File: src/sv/rrq_cmd_fifo.sv
`timescale 1ns / 1ps
// rrq_cmd_fifo: small command queue between the front and back sections.
// Depends on nothing; width and depth come from the top level.
module rrq_cmd_fifo #(
  parameter int WIDTH = 32,
  parameter int DEPTH = 4
) (
  input  logic             clk_i,
  input  logic             rst_ni,
  input  logic             push_i,
  input  logic [WIDTH-1:0] data_i,
  output logic             full_o,
  output logic             valid_o,
  output logic [WIDTH-1:0] data_o,
  input  logic             pop_i
);

  localparam int AW = (DEPTH > 1) ? $clog2(DEPTH) : 1;
  localparam int CW = $clog2(DEPTH + 1);

  logic [WIDTH-1:0] store_q [DEPTH];
  logic [AW-1:0]    wr_ptr_q, wr_ptr_d, rd_ptr_q, rd_ptr_d;
  logic [CW-1:0]    cnt_q, cnt_d;
  logic             do_push, do_pop;

  assign full_o  = (cnt_q == CW'(DEPTH));
  assign valid_o = (cnt_q != '0);
  assign data_o  = store_q[rd_ptr_q];
  assign do_push = push_i && !full_o;
  assign do_pop  = pop_i && valid_o;

  always_comb begin
    wr_ptr_d = wr_ptr_q;
    rd_ptr_d = rd_ptr_q;
    cnt_d    = cnt_q;
    if (do_push) begin
      wr_ptr_d = (wr_ptr_q == AW'(DEPTH - 1)) ? '0 : wr_ptr_q + AW'(1);
    end
    if (do_pop) begin
      rd_ptr_d = (rd_ptr_q == AW'(DEPTH - 1)) ? '0 : rd_ptr_q + AW'(1);
    end
    if (do_push && !do_pop) begin
      cnt_d = cnt_q + CW'(1);
    end else if (do_pop && !do_push) begin
      cnt_d = cnt_q - CW'(1);
    end
  end

  always_ff @(posedge clk_i or negedge rst_ni) begin
    if (!rst_ni) begin
      wr_ptr_q <= '0;
      rd_ptr_q <= '0;
      cnt_q    <= '0;
    end else begin
      wr_ptr_q <= wr_ptr_d;
      rd_ptr_q <= rd_ptr_d;
      cnt_q    <= cnt_d;
    end
  end

  always_ff @(posedge clk_i) begin
    if (do_push) begin
      store_q[wr_ptr_q] <= data_i;
    end
  end

endmodule

File: config.mk
export PLATFORM = sky130hd
export DESIGN_NAME = rrq_cmd_fifo
export DESIGN_NICKNAME = d
export VERILOG_FILES = /design/src/sv/rrq_cmd_fifo.sv
export SDC_FILE = /design/constraint.sdc
export NUM_CORES = 1
export LEC_CHECK = 0
export ABC_CLOCK_PERIOD_IN_PS = 6300
export BUFFER_PORTS_ARGS = -buffer_cell sky130_fd_sc_hd__buf_2
export CAP_MARGIN = 20
export CORE_MARGIN = 2
export CORE_UTILIZATION = 56
export CTS_CLUSTER_SIZE = 10
export DETAILED_ROUTE_END_ITERATION = 6
export PLACE_DENSITY = 0.8
export SKIP_CTS_REPAIR_TIMING = 1
export SLEW_MARGIN = 20
export SYNTH_ARGS = -nofsm -noshare
export SYNTH_HDL_FRONTEND = slang
export SYNTH_SLANG_ARGS = --single-unit
File: constraint.sdc
create_clock -name clk_i -period 6.3 [get_ports clk_i]
set_clock_uncertainty 0.2 [all_clocks]
set_input_delay 0.315 -clock clk_i [delete_from_list [all_inputs] [get_ports clk_i]]
set_output_delay 0.315 -clock clk_i [all_outputs]
set_load 0.01 [all_outputs]
---- After elaboration in Yosys (flattened, before gate mapping) ----
Memories as Yosys holds them, arrays and structs flattened.
Index checks and enable logic that the tools add are counted.
W data, S select, Z words.
operators by class
  eq/ne operators ......................... 3
  reductions and logical operators ........ 9
  $add $sub $neg .......................... 4
  mux-type cells .......................... 6
operators by type and width
  operator               number
  $mux W3                2
  $add A2 B1 Y2 const B  2
  $eq A2 B2 Y1 const B   2
  $logic_and A1 B1 Y1    4
  $mux W2                2
  $add A3 B1 Y3 const B  1
  $eq A3 B3 Y1 const B   1
  $logic_not A1 Y1       3
  $reduce_bool A3 Y1     1
  $sub A3 B1 Y3 const B  1
  $mux W1                2
  $reduce_bool A2 Y1     1
word-level totals
  input bits .............................. 36
  register bits ........................... 7
  output and inout bits ................... 34
  logic and storage cells ................. 26
  memories ................................ 1
  memory bits (writable) .................. 128
memory list
  memory   depth  bits a word  read ports  clocked after memory_dff  wr ports  line  source
  store_q  4      32           1           0                         1         21    logic [WIDTH-1:0] store_q [DEPTH];

---- Logic depth before layout (Yosys ltp) ----
  depth in word-level cells ............... 7
  mapped depth ............................ 8
  mapped depth without buffers ............ 8

---- Worst setup path before layout ----
No wires, ideal clock.
  path kind ............................... flip-flop to flip-flop
  start ................................... register wr_ptr_q[0]
  end ..................................... memory store_q[3][0], enable pin
  slack ................................... 3.715 ns
  clock period less this slack ............ 2.585 ns
  arrival time ............................ 1.963 ns
  cell stages (with the launch flop) ...... 4
  data required time ...................... 5.678 ns
  library setup time ...................... 0.422 ns
  buffers on the path ..................... 0
  cell sequence ........................... dfrtp_1 ha_1 nand2_1 nor2_1
RTL lines
  what                    line  source
  from (decl)             22    logic [AW-1:0] wr_ptr_q, wr_ptr_d, rd_ptr_q, rd_ptr_d;
  from (signal assigned)  55    wr_ptr_q <= wr_ptr_d;
  to (decl)               21
Straight into the memory's write port.

---- Final worst setup path ----
  start ................................... register rd_ptr_q[0]
  end ..................................... output data_o[22]
on the way
  word-level cells in the longest chain between the ends .. 1
RTL lines
  what                    line  source
  from (decl)             22
  from (signal assigned)  56    rd_ptr_q <= rd_ptr_d;
  $mem_v2 Z4 W32          -
  to (decl)               14    output logic [WIDTH-1:0] data_o,
No other way between the ends.

==> results.toml <==
[status]
status = "finished, final reports clean"

[worst_hold_path]
holdPathStages = 3
min_path_type = "in -> reg"

[placed_design]
port_buffers = 69
dp_slack_ps = 3897
gp_congestion = 0.6549
placedCellCount = 375
place_area_mm2 = 0.005540

[drt]
vias = 2414
wl_per_cell_um = 19.20
wirelength_um = 8466
drcViolationCount = 0
drtAntennaViolNets = 0
dr.first_iter.drc_count = 140
firstDrtPassIters = 4
avgViaCountPerCell = 5.474

[clocking]
clk_pin_slew_ps = 60
cts.sinks = 135
clk_latency_ps = 510
cts_buffers = 17
cts_tree = "yes"
htree_levels = 4
cts_root_buffer = "clkbuf_8"
ctsLongestPathBuffers = 2

[sta]
final-setup-viol-count = 0
slew-limit-headroom_pct = 30.94
post-route-min-period_ps = 2900
drv_slew = 0
rsz0062_at_grt = "no"
fmax_ghz = 0.3449
max_slew.worst_pin.slew_ps = 1033
layout_setup_ws_ps = 3400
min_period_over_period_pct = 46.03
setup_tns_ps = 0
hold_violations = 0

[global_routing]
grt_busiest_layer = "met2"
gr-total-overflow = 0
grt_util_met3_pct = 7.168
grt_pass1_vias = 2424
grt_first_pass_wirelength_um = 12590
met2_usage_pct = 28.64
grt_max_degree = 35
antenna_found_initial = 0
grt_use_total_pct = 17.77
grtUsageMet1_pct = 21.48

[floorplan]
die-width_um = 99.70
row_count = 34
coreArea_mm2 = 0.008806
fp.dieH_um = 99.70
die-area_mm2 = 0.009940
pin_count = 70
initial_core_util_pct = 58.24

[synth]
ys_ff_latch = 135
yosys-mux-area-fraction_pct = 15.59
synth-edff-count = 128
async_flop_share_pct = 5.185
synthAdderAreaFrac_pct = 1.854
synth_top_family_by_area = "multiplexers"
mappedNetlistArea_mm2 = 0.005129
yosys_warnings = 0
avgSynthCellArea_um2 = 25.02
synth-xor-area-share_pct = 0.5123
synth-simple-area-share_pct = 1.708
synth_flop_cell = "edfxtp_1"
syn_inst = 205
syn_nets = 248
synth_cell_type_count = 22
yosysSeqAreaShare_pct = 78.36
synth_compound_gate_area_share_pct = 0

[setup_path]
cp-start-kind = "flop"
end_kind = "output port"
crit_type = "reg -> out"
crit_required_ps = 5780
reg2reg_slack_ps = 3940
r2r_cells = 8
arrival_ps = 2380
cp_max_fo = 25

[final_layout]
drive_gt1_share_pct = 42.94
antenna_cells = 0
stdcell_area_mm2 = 0.006549
area_growth_pct = 27.69
final_cell_mix = "128 x edfxtp_1, 69 x buf_2, 35 x dlygate4sd3_1"
stdcell_count = 441
nFillCells = 501
fin_util_pct = 74.37
fin_nets = 364
layout_commonest_cell = "edfxtp_1"

[power_and_ir_drop]
vdd_ir_drop_max_mv = 0.2975
p_leak_nw = 2.355
powerDensity_mw_per_mm2 = 484.5

[flow_run]
drv_cap = 0
report_power, final:
| part | total (mW) | switching, mW | internal [mW] | leakage [nW] |
|---|---|---|---|---|
| combinational | 0.770 | 0.371 | 0.398 | 0.785 |
| clock | 1.09 | 0.367 | 0.726 | 0.318 |
| sequential | 1.31 | 0.117 | 1.19 | 1.25 |
state kept, by name (all words and copies together) (netlist names):
signal	cells
cnt_q	3
rd_ptr_q	2
store_q	128
wr_ptr_q	2
cell families (layout without fill, tap and decap cells):
| kind of cell | after synthesis | after routing |
|---|---|---|
| flops | 135 | 135 |
| mux | 37 | 37 |
| simple gates | 12 | 12 |
| buf+inv | 11 | 139 |
| fa+ha+maj | 7 | 7 |
| xor+xnor | 3 | 3 |
worst paths after layout:
kind	start	end
max	rd_ptr_q[0]$_DFFE_PN0P_	data_o[22]
max reg2reg	cnt_q[0]$_DFFE_PN0P_	cnt_q[2]$_DFFE_PN0P_
min reg2reg	cnt_q[2]$_DFFE_PN0P_	cnt_q[2]$_DFFE_PN0P_
max in group asynchronous	rst_ni	rd_ptr_q[1]$_DFFE_PN0P_
min in group asynchronous	rst_ni	cnt_q[0]$_DFFE_PN0P_
min	push_i	wr_ptr_q[0]$_DFFE_PN0P_
layer usage:
layer / share of wire, % / wire length, µm / up-vias
li1: - / - / 1095
met1: 43 / 3667 / 1238
met2: 52 / 4360 / 75
met3: 4.4 / 370 / 6
met4: 0.80 / 68 / 0
met5: 0 / 0 / -
cell type report:
class / count / area [µm²] / area share (%)
repair buffers: 105 / 703.2 / 10.74
inverters: 3 / 11.26 / 0.1720
clock inverters: 14 / 244.0 / 3.726
flip-flops and latches: 135 / 4021 / 61.41
clock buffers: 17 / 414.1 / 6.324
well taps: 108 / 135.1 / 2.063
multi-input cells: 59 / 1020 / 15.57
synthesized netlist by cell type, types with 2 or more instances:
cell type | n | area share [%]
and2_1 | 3 | 0.37
mux2_4 | 2 | 0.59
nor2_1 | 4 | 0.29
mux2_2 | 3 | 0.66
xor2_1 | 2 | 0.34
ha_1 | 6 | 1.5
buf_2 | 3 | 0.29
dfrtp_1 | 7 | 3.4
mux4_2 | 28 | 12
buf_12 | 3 | 1.2
mux4_1 | 4 | 2.0
inv_1 | 3 | 0.22
edfxtp_1 | 128 | 75
per-stage QoR:
step | hold WS [ps] | power, mW
floorplan | -180.6 | 1.867
global placement | -38.33 | 2.074
detailed placement | -37.74 | 2.092
CTS | -594.0 | 3.193
global route | 146.6 | 3.319
finish | 151.3 | 3.173
worst max-delay path, cell delays in order (launching register included):
cell	delay [ps]
dfrtp_2	550
buf_4	510
mux4_1	650
buf_2	160
(Power assumes the default switching activity.)
