### src/sv/rrq_pkg.sv
`timescale 1ns / 1ps
// rrq_pkg: shared types, codes and constants for the record ring queue.
// No dependencies; imported by rrq_front, rrq_back and record_ring_queue.
package rrq_pkg;

  localparam int BYTE_W     = 8;
  localparam int LEN_W      = 7;
  localparam int KIND_W     = 3;
  localparam int STATUS_W   = 2;
  localparam int IDX_W      = 4;
  localparam int CAP_W      = 5;
  localparam int CFG_IDX_W  = 1;
  localparam int CFG_DATA_W = 7;

  localparam int DEF_QUEUE_DEPTH = 16;
  localparam int DEF_MAX_RECORD  = 64;
  localparam int CAP_RESET       = 16;
  localparam int LIMIT_RESET     = 64;
  localparam int CMDQ_DEPTH      = 4;

  typedef enum logic [KIND_W-1:0] {
    KIND_ADD   = 3'd0,
    KIND_PUSH  = 3'd1,
    KIND_POP   = 3'd2,
    KIND_READ  = 3'd3,
    KIND_DROP  = 3'd4,
    KIND_CLEAR = 3'd5
  } kind_e;

  typedef enum logic [STATUS_W-1:0] {
    ST_OK    = 2'd0,
    ST_EMPTY = 2'd1,
    ST_FULL  = 2'd2,
    ST_RANGE = 2'd3
  } status_e;

  typedef enum logic [CFG_IDX_W-1:0] {
    REG_CAPACITY     = 1'b0,
    REG_RECORD_LIMIT = 1'b1
  } cfg_reg_e;

  typedef enum logic [1:0] {
    CMD_REPLY  = 2'd0,
    CMD_WRITE  = 2'd1,
    CMD_STREAM = 2'd2
  } cmd_op_e;

  typedef enum logic {
    F_ACCEPT = 1'b0,
    F_LEN    = 1'b1
  } f_state_e;

  typedef enum logic [1:0] {
    B_IDLE = 2'd0,
    B_RD   = 2'd1,
    B_LOAD = 2'd2
  } b_state_e;

  // One command from the front to the back. len is the reply length or,
  // for a stream, the byte count; off is the byte offset of a write.
  typedef struct packed {
    cmd_op_e           op;
    status_e           status;
    logic              we;
    logic [BYTE_W-1:0] data;
    logic [LEN_W-1:0]  len;
    logic [LEN_W-1:0]  off;
  } cmd_t;

endpackage

### src/sv/rrq_front.sv
`timescale 1ns / 1ps
// rrq_front: accepts requests and config writes, keeps the ring pointers and
// record lengths, and issues commands to the back. Uses rrq_pkg.
module rrq_front #(
  parameter int QUEUE_DEPTH = rrq_pkg::DEF_QUEUE_DEPTH,
  parameter int MAX_RECORD  = rrq_pkg::DEF_MAX_RECORD
) (
  input  logic                                 clk_i,
  input  logic                                 rst_ni,
  input  logic                                 in_valid_i,
  output logic                                 in_ready_o,
  input  logic [rrq_pkg::KIND_W-1:0]           kind_i,
  input  logic [rrq_pkg::BYTE_W-1:0]           data_byte_i,
  input  logic                                 last_i,
  input  logic [rrq_pkg::IDX_W-1:0]            slot_index_i,
  input  logic [rrq_pkg::LEN_W-1:0]            read_limit_i,
  input  logic                                 cfg_valid_i,
  input  logic [rrq_pkg::CFG_IDX_W-1:0]        cfg_index_i,
  input  logic [rrq_pkg::CFG_DATA_W-1:0]       cfg_data_i,
  input  logic                                 q_full_i,
  output logic                                 push_o,
  output rrq_pkg::cmd_t                        cmd_o,
  output logic [$clog2(QUEUE_DEPTH)-1:0]       slot_o
);

  import rrq_pkg::*;

  localparam int PTR_W   = $clog2(QUEUE_DEPTH);
  localparam int CNT_W   = $clog2(QUEUE_DEPTH + 1);
  localparam int SUM_W   = ((CNT_W > IDX_W) ? CNT_W : IDX_W) + 1;
  localparam int CAP_RST = (QUEUE_DEPTH < CAP_RESET) ? QUEUE_DEPTH : CAP_RESET;
  localparam int LIM_RST = (MAX_RECORD < LIMIT_RESET) ? MAX_RECORD : LIMIT_RESET;

  f_state_e         state_q, state_d;
  logic [PTR_W-1:0] head_q, head_d, tail_q, tail_d;
  logic [CNT_W-1:0] count_q, count_d, cap_q, cap_d;
  logic [LEN_W-1:0] fill_q, fill_d, lim_q, lim_d;
  kind_e            pend_kind_q, pend_kind_d;
  logic [LEN_W-1:0] pend_rlim_q, pend_rlim_d;
  logic [PTR_W-1:0] pend_slot_q, pend_slot_d;

  logic [LEN_W-1:0] len_mem_q [QUEUE_DEPTH];
  logic [LEN_W-1:0] len_rdata_q;
  logic             len_we, len_re;
  logic [PTR_W-1:0] len_waddr, len_raddr;

  logic             accept, cfg_we, full, empty, store, idx_ok, need_len;
  kind_e            kind;
  logic [PTR_W-1:0] wslot, head_inc, tail_inc, tail_dec, read_slot;
  logic [LEN_W-1:0] fill_inc, n_w, n_clamp, pop_n;
  logic [SUM_W-1:0] read_sum;

  assign kind       = kind_e'(kind_i);
  assign in_ready_o = (state_q == F_ACCEPT) && !q_full_i;
  assign accept     = in_valid_i && in_ready_o;
  assign cfg_we     = cfg_valid_i;

  assign full     = (count_q >= cap_q);
  assign empty    = (count_q == '0);
  assign head_inc = ((CNT_W'(head_q) + CNT_W'(1)) == cap_q) ? '0 : head_q + PTR_W'(1);
  assign tail_inc = ((CNT_W'(tail_q) + CNT_W'(1)) == cap_q) ? '0 : tail_q + PTR_W'(1);
  assign tail_dec = (tail_q == '0) ? PTR_W'(cap_q - CNT_W'(1)) : tail_q - PTR_W'(1);
  assign wslot    = (kind == KIND_ADD) ? head_q : tail_dec;
  assign store    = (fill_q < lim_q);
  assign fill_inc = store ? fill_q + LEN_W'(1) : fill_q;
  assign n_w      = (fill_inc < lim_q) ? fill_inc : lim_q;

  assign idx_ok = (SUM_W'(slot_index_i) < SUM_W'(count_q));
  always_comb begin
    read_sum = SUM_W'(tail_q) + SUM_W'(slot_index_i);
    if (read_sum >= SUM_W'(cap_q)) begin
      read_sum = read_sum - SUM_W'(cap_q);
    end
  end
  assign read_slot = PTR_W'(read_sum);

  assign need_len = !empty && ((kind == KIND_POP) || (kind == KIND_DROP) ||
                               ((kind == KIND_READ) && idx_ok));

  assign n_clamp = (len_rdata_q > LEN_W'(MAX_RECORD)) ? LEN_W'(MAX_RECORD) : len_rdata_q;
  assign pop_n   = ((pend_rlim_q != '0) && (pend_rlim_q < n_clamp)) ? pend_rlim_q : n_clamp;

  always_comb begin
    state_d = state_q;
    unique case (state_q)
      F_ACCEPT: begin
        if (accept && need_len) begin
          state_d = F_LEN;
        end
      end
      F_LEN: begin
        state_d = F_ACCEPT;
      end
    endcase
  end

  always_comb begin
    head_d      = head_q;
    tail_d      = tail_q;
    count_d     = count_q;
    fill_d      = fill_q;
    cap_d       = cap_q;
    lim_d       = lim_q;
    pend_kind_d = pend_kind_q;
    pend_rlim_d = pend_rlim_q;
    pend_slot_d = pend_slot_q;
    push_o      = 1'b0;
    cmd_o       = '0;
    cmd_o.op    = CMD_REPLY;
    cmd_o.status = ST_OK;
    slot_o      = '0;
    len_we      = 1'b0;
    len_waddr   = wslot;
    len_re      = 1'b0;
    len_raddr   = tail_q;

    if (state_q == F_LEN) begin
      push_o = 1'b1;
      slot_o = pend_slot_q;
      unique case (pend_kind_q)
        KIND_POP: begin
          cmd_o.op  = CMD_STREAM;
          cmd_o.len = pop_n;
        end
        KIND_READ: begin
          cmd_o.op  = CMD_STREAM;
          cmd_o.len = n_clamp;
        end
        default: begin
          cmd_o.len = len_rdata_q;
        end
      endcase
    end else if (accept) begin
      unique case (kind)
        KIND_ADD, KIND_PUSH: begin
          push_o = 1'b1;
          if (full) begin
            fill_d       = '0;
            cmd_o.status = ST_FULL;
          end else begin
            cmd_o.op   = CMD_WRITE;
            cmd_o.we   = store;
            cmd_o.data = data_byte_i;
            cmd_o.off  = fill_q;
            cmd_o.len  = n_w;
            slot_o     = wslot;
            fill_d     = fill_inc;
            if (last_i) begin
              len_we  = 1'b1;
              count_d = count_q + CNT_W'(1);
              fill_d  = '0;
              if (kind == KIND_ADD) begin
                head_d = head_inc;
              end else begin
                tail_d = wslot;
              end
            end
          end
        end
        KIND_POP, KIND_DROP: begin
          if (empty) begin
            push_o       = 1'b1;
            cmd_o.status = ST_EMPTY;
          end else begin
            len_re      = 1'b1;
            pend_kind_d = kind;
            pend_slot_d = tail_q;
            pend_rlim_d = read_limit_i;
            tail_d      = tail_inc;
            count_d     = count_q - CNT_W'(1);
          end
        end
        KIND_READ: begin
          if (empty) begin
            push_o       = 1'b1;
            cmd_o.status = ST_EMPTY;
          end else if (!idx_ok) begin
            push_o       = 1'b1;
            cmd_o.status = ST_RANGE;
          end else begin
            len_re      = 1'b1;
            len_raddr   = read_slot;
            pend_kind_d = kind;
            pend_slot_d = read_slot;
          end
        end
        KIND_CLEAR: begin
          push_o  = 1'b1;
          head_d  = '0;
          tail_d  = '0;
          count_d = '0;
          fill_d  = '0;
        end
        default: begin
        end
      endcase
    end

    if (cfg_we) begin
      unique case (cfg_reg_e'(cfg_index_i))
        REG_CAPACITY: begin
          if (cfg_data_i[CAP_W-1:0] == '0) begin
            cap_d = CNT_W'(1);
          end else if (32'(cfg_data_i[CAP_W-1:0]) > 32'(QUEUE_DEPTH)) begin
            cap_d = CNT_W'(QUEUE_DEPTH);
          end else begin
            cap_d = CNT_W'(cfg_data_i[CAP_W-1:0]);
          end
          head_d  = '0;
          tail_d  = '0;
          count_d = '0;
          fill_d  = '0;
        end
        REG_RECORD_LIMIT: begin
          if (cfg_data_i == '0) begin
            lim_d = LEN_W'(1);
          end else if (cfg_data_i > LEN_W'(MAX_RECORD)) begin
            lim_d = LEN_W'(MAX_RECORD);
          end else begin
            lim_d = cfg_data_i;
          end
        end
      endcase
    end
  end

  always_ff @(posedge clk_i or negedge rst_ni) begin
    if (!rst_ni) begin
      state_q     <= F_ACCEPT;
      head_q      <= '0;
      tail_q      <= '0;
      count_q     <= '0;
      fill_q      <= '0;
      cap_q       <= CNT_W'(CAP_RST);
      lim_q       <= LEN_W'(LIM_RST);
      pend_kind_q <= KIND_POP;
    end else begin
      state_q     <= state_d;
      head_q      <= head_d;
      tail_q      <= tail_d;
      count_q     <= count_d;
      fill_q      <= fill_d;
      cap_q       <= cap_d;
      lim_q       <= lim_d;
      pend_kind_q <= pend_kind_d;
    end
  end

  always_ff @(posedge clk_i) begin
    pend_rlim_q <= pend_rlim_d;
    pend_slot_q <= pend_slot_d;
  end

  always_ff @(posedge clk_i) begin
    if (len_we) begin
      len_mem_q[len_waddr] <= n_w;
    end
    if (len_re) begin
      len_rdata_q <= len_mem_q[len_raddr];
    end
  end

endmodule

### config.mk
export PLATFORM = sky130hd
export DESIGN_NAME = rrq_front
export DESIGN_NICKNAME = d
export VERILOG_FILES = /design/src/sv/rrq_pkg.sv /design/src/sv/rrq_front.sv
export SDC_FILE = /design/constraint.sdc
export NUM_CORES = 1
export LEC_CHECK = 0
export BUFFER_PORTS_ARGS = -buffer_cell sky130_fd_sc_hd__buf_2
export CAP_MARGIN = 20
export CORE_ASPECT_RATIO = 1.25
export CORE_MARGIN = 1.5
export CORE_UTILIZATION = 60
export CTS_CLUSTER_DIAMETER = 150
export DETAILED_ROUTE_END_ITERATION = 12
export PLACE_DENSITY = 0.91
export SETUP_SLACK_MARGIN = 0.05
export SYNTH_ARGS = -nofsm -noshare
export SYNTH_HDL_FRONTEND = slang
export SYNTH_SLANG_ARGS = --single-unit
### constraint.sdc
create_clock -name clk_i -period 11.08 [get_ports clk_i]
set_input_delay 1.108 -clock clk_i [delete_from_list [all_inputs] [get_ports clk_i]]
set_output_delay 1.108 -clock clk_i [all_outputs]
set_load 0.02 [all_outputs]
## Word-level counts from Yosys, hierarchy flattened

Memories as Yosys holds them, arrays and structs flattened. A register that Yosys moved wholly into a read port is not among the register bits.
Index checks and enable logic that the tools add are counted.

- Logic and storage cells: 170
- RAM bits: 112
- Input port bits: 36
- Bits in registers: 47
- Output and inout port bits: 33
- Memories: 1

- Add/sub/neg operators: 11
- Bitwise operators: 3
- Mux-type cells: 99
- Reductions and logical operators: 25
- Equal/unequal tests: 12
- $lt $le $gt $ge: 9

Memory list:

| name | depth | width | rd ports | clocked after memory_dff | wr ports | line | RTL |
|---|---|---|---|---|---|---|---|
| len_mem_q | 16 | 7 | 1 | 1 | 1 | rrq_front.sv:42 | `logic [LEN_W-1:0] len_mem_q [QUEUE_DEPTH];` |

Operators by type and width:

| cell | count |
|---|---|
| 2-to-1 mux 4 bit | 32 |
| 2-to-1 mux 7 bit | 14 |
| 2-to-1 mux 23 bit | 2 |
| 2-to-1 mux 5 bit | 9 |
| case mux 7 bit (2 select lines) | 2 |
| 2-to-1 mux 27 bit | 1 |
| less-than comparator 7 bit | 3 |
| 2-to-1 mux 1 bit | 20 |
| case mux 4 bit (2 select lines) | 2 |
| case mux 5 bit (3 select lines) | 1 |
| > comparator 7 bit, second input constant | 2 |
| equality test 3 x 2 -> 1 bit, second input constant | 4 |
| 2-to-1 mux 2 bit | 6 |
| case mux 4 bit (3 select lines) | 1 |
| 2-to-1 mux 11 bit | 1 |
| adder 4 x 1 -> 5 bit, second input constant | 2 |
| equality test 5 bit | 2 |
| greater-or-equal comparator 5 bit | 2 |
| zero test 5 bit | 2 |
| 2-to-1 mux 3 bit | 3 |
| adder 4 x 1 -> 4 bit, second input constant | 2 |
| subtractor 4 x 1 -> 4 bit, second input constant | 2 |
| adder 7 x 1 -> 7 bit, second input constant | 1 |
| zero test 7 bit | 1 |
| 26 further kinds | 42 |

## Logic depth before layout (Yosys ltp)

Gate-level depths: netlist of run 1.

- Word-level depth: 11
- Mapped depth: 20

## Worst setup path before layout of run 1

No wires, ideal clock.

- Kind: register -> output
- Start point: reg fill_q[4]
- End point: out cmd_o[7] (netlist name)
- Data required time: 9.972 ns
- Slack: 6.032 ns
- Arrival: 3.940 ns
- Cell stages (with the launch flop): 20
- Cells stage by stage: dfrtp_1 > ha_1 > a21o_1 > a21o_1 > a21oi_1 > o21a_1 > buf_4 > and3_1 > nand2_1 > xnor2_1 > ha_1 > a21o_1 > a21o_1 > a21oi_1 > o21a_1 > a31o_1 > buf_6 > nor2_1 > a21oi_1 > a22o_1

RTL lines:

| item | line | RTL |
|---|---|---|
| start, declared | rrq_front.sv:37 | `logic [LEN_W-1:0] fill_q, fill_d, lim_q, lim_d;` |
| start signal, assigned | rrq_front.sv:242 | `fill_q <= fill_d;` |
| end, declared | rrq_front.sv:22 | `output rrq_pkg::cmd_t cmd_o,` |

==> results.sh, run 1 <==
export IMPL_multiInputGateArea_um2=3964
export IMPL_portBuffers=68
export IMPL_ys_async_sr_fraction=0.2169
export IMPL_grt_usage=0.3030
export IMPL_grt_pass1_vias=7206
export IMPL_dp_hpwl_um=15360
export IMPL_synth_seq_cells=166
export IMPL_ant_nets=0
export IMPL_crit_slowest_cell="mux2_2"
export IMPL_crit_arrival_ns=5.13
export IMPL_firstDrtPassIters=8
export IMPL_clockBufferDepth=2
export IMPL_final_nets=985
export IMPL_clk_pin_slew_ns=0.06
export IMPL_antenna_found_initial=0
export IMPL_fill_cells=1038
export IMPL_power_density_nw_per_um2=156.0
export IMPL_critPathLaunchType="flop"
export IMPL_worstPathMaxFanout=17
export IMPL_critPathKind="reg2out"
export IMPL_period_share=0.5634
export IMPL_path_cells="ha_1, a21o_1, a21o_1, a21oi_1, o21a_1, and3_1, nand2_1, xnor2_1, ha_1, a21o_1, a21o_1, a21oi_1, o21a_1, a31o_1, mux2_2, a22o_1, buf_2"
export IMPL_p_total_mw=1.585
export IMPL_fin_crit_ns=6.242
export IMPL_worst_ep_required_time_ns=9.97
export IMPL_setup_viol=0
export IMPL_slowest_delay_ns=0.52
export IMPL_cts_sinks=166
export IMPL_syn_nets=925
export IMPL_synthTopCellsByArea="edfxtp_1, dfrtp_1, ha_1, nand2_1, nor2_1"
export IMPL_cts_buffers=17
export IMPL_core_area_um2=14890
export IMPL_drt_total_wl_um=23670
export IMPL_synth_seq_area_share=0.5282
export IMPL_cap_violations=0
export IMPL_avgSynthCellArea_um2=10.77
export IMPL_hold_viol=0
export IMPL_clk_insertion_delay_late_ns=0.44
export IMPL_postCtsHoldBufs=0
export IMPL_dieArea_um2=15920
export IMPL_synth_top_cell_area_share=0.4289
export IMPL_yosysWarnings=0
export IMPL_highest_layer="met4"
export IMPL_fmax_mhz=160.2
export IMPL_wl_met3_um=2041
export IMPL_skew_ns=0.009273
export IMPL_rsz0062_at_grt="no"
export IMPL_globalRouteOverflowTotal=0
export IMPL_synth_edf_count=130
export IMPL_drc=0
export IMPL_wl_met1_um=8727
export IMPL_h_tree_depth=4
export IMPL_route_met2_wl_um=11860
export IMPL_cp_common_cell="a21o_1"
export IMPL_globalplace_congestion=0.9239
export IMPL_routed_via_count=7353
export IMPL_status="complete, no violations"
export IMPL_ys_flop_type="edfxtp_1"
export IMPL_n_antenna_cell=0
export IMPL_post_cts_buffers=0
export IMPL_tns_ns=0
export IMPL_cts_root_buf="clkbuf_16"
export IMPL_drive_gt1_frac=0.1503
export IMPL_power_leakage_nw=4.152
export IMPL_die_w_um=113.2
export IMPL_max_slew_margin_rel=0.2942
export IMPL_seqCellArea_um2=4808
export IMPL_io_pins=69
export IMPL_drt_iter0_markers=853
export IMPL_grt_pass1_wl_um=37030
export IMPL_tightest_slew_ns=1.054
export IMPL_hp_class="reg2reg"
export IMPL_slew_viol_final=0
export IMPL_ys_types=71
export IMPL_synth_top_area_cell="edfxtp_1"
export IMPL_dieHeight_um=140.7
export IMPL_wl_per_cell_um=21.52
export IMPL_synth_area_um2=9102
export IMPL_utilization=0.6822
export IMPL_start_util=0.6113
export IMPL_cts_resized=0
export IMPL_fp_row_count=50
export IMPL_area_growth_synth_to_final_pct=11.59
export IMPL_cts_tree="done"
export IMPL_grt_max_degree=57
export IMPL_netlist_instances=845
export IMPL_crit_path_end_kind="output port"
export IMPL_peakVddDrop_mv=0.09258
export IMPL_post_drt_via_cell_ratio=6.685
-- through the flow --
stage | worst slack (ns) | cells | cell area, um^2 | hold WS [ns]
after floorplan | 6.032 | 845 | 9102 | 0.4486
after global placement | 5.666 | 1068 | 9528 | 0.4646
after detailed placement | 5.591 | 1068 | 9528 | 0.4761
after CTS | 4.901 | 1100 | 10160 | 0.4888
after global routing | 4.651 | 1100 | 10160 | 0.5410
final | 4.838 | 1100 | 10160 | 0.4864
-- sequential cells by signal (all words and copies together) (netlist names) --
| signal | flops |
|---|---|
| fill_q | 7 |
| head_q | 4 |
| len_mem_q | 112 |
| state_q | 1 |
| cap_q | 5 |
| pend_kind_q | 3 |
| pend_rlim_q | 7 |
| tail_q | 4 |
| pend_slot_q | 4 |
| count_q | 5 |
| lim_q | 7 |
| len_rdata_q | 7 |
-- critical path, delay by kind of cell (launching register included) --
| family | cells | cell delay, ns |
|---|---|---|
| xor gates and xnor gates | 1 | 0.36 |
| buffers and inverters | 1 | 0.16 |
| DFF | 1 | 0.45 |
| adders and majority gates | 2 | 0.68 |
| muxes | 1 | 0.52 |
| AOI/OAI and AO/OA | 10 | 2.19 |
| and+or+nand+nor | 2 | 0.34 |
-- cell usage after synthesis, types with 12 or more instances --
library cell	instances
xnor2_1	16
mux2i_1	22
o21ai_0	37
nand3_1	42
a31oi_1	13
nand2_1	126
a22o_1	13
nand2b_1	12
clkbuf_1	15
a21o_1	12
and3_1	18
a21oi_1	47
dfrtp_1	33
nor2_1	65
edfxtp_1	130
ha_1	42
nor3_1	13
a221o_1	14
inv_1	26
-- worst paths after layout --
kind	startpoint	end	slack [ns]	cells after the start
setup / recovery	fill_q[4]$_DFF_PN0_	cmd_o[13]	4.84	17
hold / removal	lim_q[1]$_DFFE_PN0P_	lim_q[1]$_DFFE_PN0P_	0.49	2
setup reg to reg	tail_q[0]$_DFF_PN0_	len_rdata_q[2]$_DFFE_PP_	6.53	14
hold reg to reg	lim_q[1]$_DFFE_PN0P_	lim_q[1]$_DFFE_PN0P_	0.49	2
max in group asynchronous	rst_ni	state_q$_DFF_PN0_	9.75	1
min in group asynchronous	rst_ni	fill_q[2]$_DFF_PN0_	0.78	1
-- area by class of cell --
cell class,instances,area share
Timing Repair Buffer,79,0.04164
Clock inverter,14,0.01971
Tap cell,182,0.02242
Multi-Input combinational cell,613,0.3902
Clock buffer,18,0.04225
Inverter,28,0.01035
Sequential cell,166,0.4734
-- per-layer routing --
metal / vias up / GRT usage
li1: 3259 / -
met1: 3554 / 0.3753
met2: 446 / 0.5104
met3: 94 / 0.05460
met4: 0 / 0.1539
met5: - / 0
-- logic make-up (layout without fill, tap and decap cells) --
group                      after synthesis  in the layout  share of synthesized area
AOI/OAI and AO/OA                      193            193                     0.1468
and+or+nand+nor                        324            324                     0.1702
DFF                                    166            166                     0.5282
buffers and inverters                   66            139                    0.03656
xor gates and xnor gates                22             22                    0.02117
muxes                                   30             30                    0.03491
adders and majority gates               44             44                    0.06213
-- report_power, final --
| part | total [mW] | switching [mW] | internal, mW |
|---|---|---|---|
| logic | 0.241 | 0.157 | 0.0838 |
| clock network | 0.636 | 0.256 | 0.380 |
| registers | 0.708 | 0.0138 | 0.694 |
-- cells in the final DEF, fill, tap and decap left out, types with 7 or more instances in the layout --
master       n
a22o_1      13
dfrtp_1     33
a221o_1     14
and3_1      18
nand4_1     10
clkbuf_16   17
buf_4       11
edfxtp_1   130
a31oi_1     13
nand2b_1    12
a22oi_1      9
mux2i_1     22
inv_1       26
nor2_1      65
a21oi_1     47
nand2_1    126
nor3_1      13
o21ai_0     34
xnor2_1     16
nand3_1     42
a21o_1      12
ha_1        42
buf_2       68
a32oi_1      7
Power figures use the tool's default switching activity.
==> run 2: changes to the inputs <==
clock period = 6.4 ns   (was 11.08 ns; I/O delays follow)
==> run 2 against run 1 <==
Net effect:
- design area shrank 0.22%
- count of clock-buffer cells in the layout stayed put
- power grew 70%
- clock skew barely moved
- critical path type unchanged
- core utilization fell by 0.15 points
- largest power group unchanged
- die area unchanged
- highest routed layer unchanged
- clock power is 68% higher
==> results.sh, run 2 (synthesis results as in run 1) <==
export IMPL_fin_crit_ns=5.661
export IMPL_fin_ws_ns=0.7394
export IMPL_wl_met1_um=8418
export IMPL_fin_cells=1098
export IMPL_drive_gt1_frac=0.1463
export IMPL_tightest_slew_ns=1.055
export IMPL_critPathTopFamily="compound AO/OA/AOI/OAI gates"
export IMPL_postCtsHoldBufs=0
export IMPL_antenna_found_initial=0
export IMPL_drt_iter0_markers=905
export IMPL_ff2ff_setup_slack_ns=1.76
export IMPL_cts_buffers=17
export IMPL_path_buf_inv=1
export IMPL_n_antenna_cell=0
export IMPL_wl_met3_um=2005
export IMPL_place_ws_ns=1.320
export IMPL_path_cells="ha_1, a21o_1, a21o_1, a21oi_1, o21a_1, and3_1, nand2_1, xnor2_1, ha_1, a21o_1, a21o_1, a21oi_1, o21a_1, a31o_1, mux2_2, a22o_1, buf_2"
export IMPL_power_density_nw_per_um2=266.5
export IMPL_grt_usage=0.3017
export IMPL_drc=0
export IMPL_hold_viol=0
export IMPL_r2r_end="len_mem_q[1][0]$_DFFE_PP_"
export IMPL_cap_violations=0
export IMPL_clk_pin_slew_ns=0.06
export IMPL_die_w_um=113.2
export IMPL_top_register="len_mem_q"
export IMPL_status="complete, no violations"
export IMPL_dp_cells=1068
export IMPL_crit_arrival_ns=5.02
export IMPL_grt_pass1_wl_um=37130
export IMPL_crit_start="fill_q[4]$_DFF_PN0_"
export IMPL_largest_register_ffs=112
export IMPL_final_common_cell="edfxtp_1"
export IMPL_area_growth_synth_to_final_pct=11.34
export IMPL_fill_cells=1035
export IMPL_globalRouteOverflowTotal=0
export IMPL_firstDrtPassIters=6
export IMPL_clockBufferDepth=2
export IMPL_cts_sinks=166
export IMPL_critPathLaunchType="flop"
export IMPL_period_share=0.8845
export IMPL_clk_insertion_delay_late_ns=0.43
export IMPL_ant_nets=0
export IMPL_mostFrequentLayoutCells="edfxtp_1, nand2_1, buf_2"
export IMPL_h_tree_depth=4
export IMPL_rsz0062_at_grt="no"
export IMPL_hold_slack_ns=0.3261
export IMPL_routed_via_count=7266
export IMPL_start_util=0.6113
export IMPL_power_leakage_nw=4.137
export IMPL_worstPathMaxFanout=17
export IMPL_endpoint="cmd_o[13]"
export IMPL_reg2reg_depth=17
export IMPL_peakVddDrop_mv=0.1377
export IMPL_setup_viol=0
export IMPL_grt_max_degree=57
export IMPL_post_drt_via_cell_ratio=6.617
export IMPL_tns_ns=0
export IMPL_io_pins=69
export IMPL_hp_class="in2async"
export IMPL_wl_per_cell_um=20.97
export IMPL_max_slew_margin_rel=0.2937
export IMPL_crit_slowest_cell="mux2_2"
export IMPL_worst_ep_required_time_ns=5.76
export IMPL_p_total_mw=2.701
export IMPL_dp_hpwl_um=15660
export IMPL_cts_resized=0
export IMPL_postLayoutCellArea_um2=10130
export IMPL_fp_row_count=50
export IMPL_dieArea_um2=15920
export IMPL_cp_common_cell="a21o_1"
export IMPL_drt_total_wl_um=23020
export IMPL_final_nets=985
export IMPL_portBuffers=68
export IMPL_globalplace_congestion=0.9378
export IMPL_dieHeight_um=140.7
export IMPL_critPathKind="reg2out"
export IMPL_highest_layer="met4"
export IMPL_core_area_um2=14890
export IMPL_utilization=0.6807
export IMPL_fmax_mhz=176.7
export IMPL_cts_root_buf="clkbuf_16"
export IMPL_post_cts_buffers=0
export IMPL_route_met2_wl_um=11750
export IMPL_crit_path_end_kind="output port"
export IMPL_slew_viol_final=0
export IMPL_grt_pass1_vias=7274
export IMPL_skew_ns=0.009467
export IMPL_crit_cells=17
export IMPL_slowest_delay_ns=0.52
export IMPL_placed_area_um2=9528
export IMPL_cts_tree="done"
export IMPL_reg2reg_from="fill_q[4]$_DFF_PN0_"
run 2: worst min-delay path by stage:
stage                                    end  depth (start not counted)  slack, ns
floorplan               cap_q[0]$_DFFE_PN0P_                          0       0.34
global placement        lim_q[1]$_DFFE_PN0P_                          2       0.46
detailed placement      lim_q[2]$_DFFE_PN0P_                          2       0.48
CTS                     count_q[0]$_DFF_PN0_                          1       0.34
global route        pend_rlim_q[6]$_DFFE_PP_                          1       0.38
finish                  lim_q[2]$_DFFE_PN0P_                          1       0.33
run 2: final cells by class:
class                           instances  area, um^2  share of cell area
Timing Repair Buffer                   79       422.9             0.04173
Clock inverter                         12       177.7             0.01753
Sequential cell                       166        4808              0.4744
Tap cell                              182       227.7             0.02247
Inverter                               28       105.1             0.01037
Multi-Input combinational cell        613        3964              0.3911
Clock buffer                           18       429.2             0.04235
run 2: routing by layer:
layer,global-route usage,vias up
met3,0.04901,80
met2,0.5222,477
met5,0,-
met1,0.3722,3452
li1,-,3257
met4,0.1362,0
run 2: power by group:
group,internal (mW),switching [mW],total (mW)
clock,0.649,0.423,1.07
sequential,1.20,0.0239,1.23
combinational,0.145,0.259,0.404
total,2.00,0.706,2.70
